## src/design/pkrhr_ram.sv

```systemverilog
// Simple dual-port synchronous memory with a registered read.
module pkrhr_ram #(
   parameter int WIDTH = 8,
   parameter int DEPTH = 16,
   localparam int AW = $clog2(DEPTH)
) (
   input  logic             clock,
   input  logic             wr_en,
   input  logic [AW-1:0]    wr_addr,
   input  logic [WIDTH-1:0] wr_data,
   input  logic [AW-1:0]    rd_addr,
   output logic [WIDTH-1:0] rd_data
);

   logic [WIDTH-1:0] mem [DEPTH];
   logic [WIDTH-1:0] rd_data_ff;

   // Write port
   always_ff @(posedge clock) begin
      if (wr_en) begin
         mem[wr_addr] <= wr_data;
      end
   end

   // Registered read port
   always_ff @(posedge clock) begin
      rd_data_ff <= mem[rd_addr];
   end

   assign rd_data = rd_data_ff;

endmodule
```

## config.mk

```make
export PLATFORM = sky130hd
export DESIGN_NAME = pkrhr_ram
export DESIGN_NICKNAME = d
export VERILOG_FILES = /design/src/design/pkrhr_ram.sv
export SDC_FILE = /design/constraint.sdc
export NUM_CORES = 1
export LEC_CHECK = 0
export CORE_UTILIZATION = 35
export CTS_BUF_LIST = sky130_fd_sc_hd__clkbuf_4 sky130_fd_sc_hd__clkbuf_8
export DETAILED_ROUTE_END_ITERATION = 8
export DONT_BUFFER_PORTS = 1
export GPL_ROUTABILITY_DRIVEN = 0
export SETUP_SLACK_MARGIN = 0.1
export SLEW_MARGIN = 10
export SYNTH_ARGS = -nofsm -noshare
export SYNTH_HDL_FRONTEND = slang
export SYNTH_SLANG_ARGS = --single-unit
```

## constraint.sdc

```tcl
create_clock -name clock -period 1.9 [get_ports clock]
set_input_delay 0.095 -clock clock [delete_from_list [all_inputs] [get_ports clock]]
set_output_delay 0.095 -clock clock [all_outputs]
set_load 0.01 [all_outputs]
```

==> impl_metrics.yaml <==
status:
  status: "complete, no violations"
global_routing:
  grt_max_degree: 31
  antenna_found_initial: 0
  grt_use_total_pct: 14.94
  grt_first_pass_wirelength_um: 15110
  grt_pass1_vias: 2425
  grt_overflow: 0
clock_tree:
  htreeDepth: 4
  clock_path_buffers: 2
  numClockSinks: 136
  insertion_delay_ns: 0.44
  numCtsBuffers: 17
  cts_tree: "built"
  clk_pin_slew_ns: 0.07
  cts_root_buf: "clkbuf_8"
pwr:
  combPwrFrac_pct: 4.3
  p_leak_nw: 1.937
  peakVddDrop_mv: 0.6265
  power.switching_mw: 1.225
  p_int_mw: 4.788
  clkPwrFrac_pct: 39.4
  power_density_nw_per_um2: 1012
  swShare_pct: 20.38
  pwr-share-seq_pct: 56.3
floorplanning:
  core-area_um2: 14100
  die_area_um2: 15200
  initial_core_util_pct: 36.52
  ios: 26
  die_y_um: 123.3
  dieWidth_um: 123.3
  row_count: 43
logic_synthesis:
  netlist_area_um2: 5147
  ys_seq_area_share_pct: 77.78
  synth_top_area_share_pct: 74.67
  ys_top_cells_by_count: "edfxtp_1 (128), mux4_2 (18), a22oi_1 (16)"
  synth_most_common_cell: "edfxtp_1"
  ys_types: 19
  synth_flop_cell: "edfxtp_1"
  yosysWarningCount: 0
  synthArstFlopShare_pct: 0
  synth_edf_count: 128
  syn_inst: 229
  synth.avg_cell_area_um2: 22.48
  synth_top_area_cell: "edfxtp_1"
  synthesis.nets: 247
  yosys-top-cells-area: "edfxtp_1 (75%), mux4_2 (7.9%), mux4_1 (7.1%), dfxtp_1 (3.1%), a22oi_1 (2.3%)"
  synth.ff_latch_count: 136
setup_path:
  critical_path_arrival_ns: 1.94
  cp.required_ns: 2.22
  end_kind: "flip-flop"
  crit_chain: "dlygate4sd3_1, mux4_1, a22oi_1, nand2_1"
  cpMaxStageDelayCell: "dlygate4sd3_1"
  cp_max_fo: 17
  crit_type: "primary input to flip-flop"
  crit_path_start_kind: "primary input"
  crit_buf_inv: 1
  cp_slowest_stage_delay_ns: 1.09
  crit_family: "buffers and inverters"
sta:
  maxSlewViolCount: 0
  whs_ns: 0.009115
  max_slew.worst_pin.slew_ns: 0.8520
  min_period_ns: 1.620
  clock.fmax_ghz: 0.6172
  setup_viol: 0
  skew_ns: 0.01052
  fin_crit_sh_pct: 85.27
  max-slew-margin-rel_pct: 43.01
  rsz0062_at_grt: "false"
  fin_tns_setup_ns: 0
  hold_viol_final: 0
placement:
  hpwl_um: 6224
  numPortBuffers: 0
route:
  met1_length_um: 4498
  wl_met2_um: 4929
  wl_met3_um: 571
  first_pass_iters: 6
  antenna_left: 0
  routedWlPerCell_um: 21.93
  viasPerCell: 5.065
  vias: 2335
  top_layer: "met4"
  drt-initial-drc-count: 93
  drt_drc_violations_left: 0
  routed_wl_um: 10110
hold_path:
  hp-class: "primary input to flip-flop"
run:
  maxCapViolCount: 0
cells_and_area:
  drive_above_1_share_pct: 23.57
  nNetsFinal: 285
  synthToLayoutAreaGrowth_pct: 15.39
## stage by stage
| stage | utilization [%] | worst slack [ns] | area [um^2] | power, mW | instances |
|---|---|---|---|---|---|
| after floorplan | - | 0.3121 | 5147 | 3.610 | 229 |
| after global placement | 38.41 | 0.5069 | 5414 | 3.637 | 416 |
| after detailed placement | 38.41 | 0.4752 | 5414 | 3.641 | 416 |
| after CTS | 42.12 | 0.2192 | 5937 | 6.082 | 460 |
| after global routing | 42.12 | 0.1034 | 5937 | 6.202 | 460 |
| final | 42.14 | 0.2799 | 5939 | 6.013 | 461 |
## power groups by stage
stage	sequential [mW]	combinational, mW	clock, mW
after floorplan	3.44	0.170	0
after global placement	3.45	0.186	0
after detailed placement	3.45	0.188	0
after CTS	3.39	0.263	2.43
after global routing	3.39	0.280	2.53
final	3.38	0.257	2.37
## path summary, 6_finish.rpt
path / end / from / depth (start not counted) / slack [ns]
worst max-delay path: rd_data[2] / rd_addr[1] / 4 / 0.28
worst min-delay path: rd_data[1] / rd_addr[1] / 3 / 0.009
worst max register to register: rd_data[5] / mem[1][5] / 3 / 0.50
worst min register to register: rd_data[5] / mem[11][5] / 3 / 0.69
## routing by layer
metal,GRT usage (%),up-vias
met5,0,-
met1,20.03,1204
li1,-,1051
met2,22.73,69
met4,5.648,0
met3,4.843,11
## cell type report
cell class              instances  area [um^2]
fillers                      1245         8157
flip-flops and latches        136         4004
multi-input cells              83         1057
clock buffers                  19        249.0
repair buffers                 29        247.7
well taps                     180        225.2
clock inverters                13        153.9
diodes                          1        2.502
## cells in the final DEF (no fill, tap or decap), types with 3 or more instances in the layout
cell type      synthesis  final
clkbuf_8               0     17
dfxtp_1                8      8
dlygate4sd3_1          0     12
clkinv_2               0      3
nor3_1                 4      4
nor2_1                13     13
buf_4                  1     17
mux4_1                14     14
edfxtp_1             128    128
bufinv_16              0      3
mux4_2                18     18
nand2_1                9      9
a22oi_1               16     16
## what timing repair did
action / CTS / global route
gates resized for setup: 0 / 0
endpoints found under the hold margin: 135 / 0
buffers inserted: 0 / 0
hold buffers: 12 / 0
## registers in the layout, indices dropped and copies added (netlist names)
signal   flops
rd_data      8
mem        128
## logic make-up (layout without fill, tap and decap cells)
kind of cell,after synthesis,after routing,share of synthesized area [%]
mux,32,32,15.02
other cells,0,1,0
compound gates,16,16,2.334
simple gates,35,35,3.184
buf+inv,10,61,1.677
flops,136,136,77.78
## tightest hold or removal path, cell delays in order
cell	delay [ns]
mux4_1	0.15
a22oi_1	0.08
nand2_1	0.08
Power figures use the tool's default switching activity.
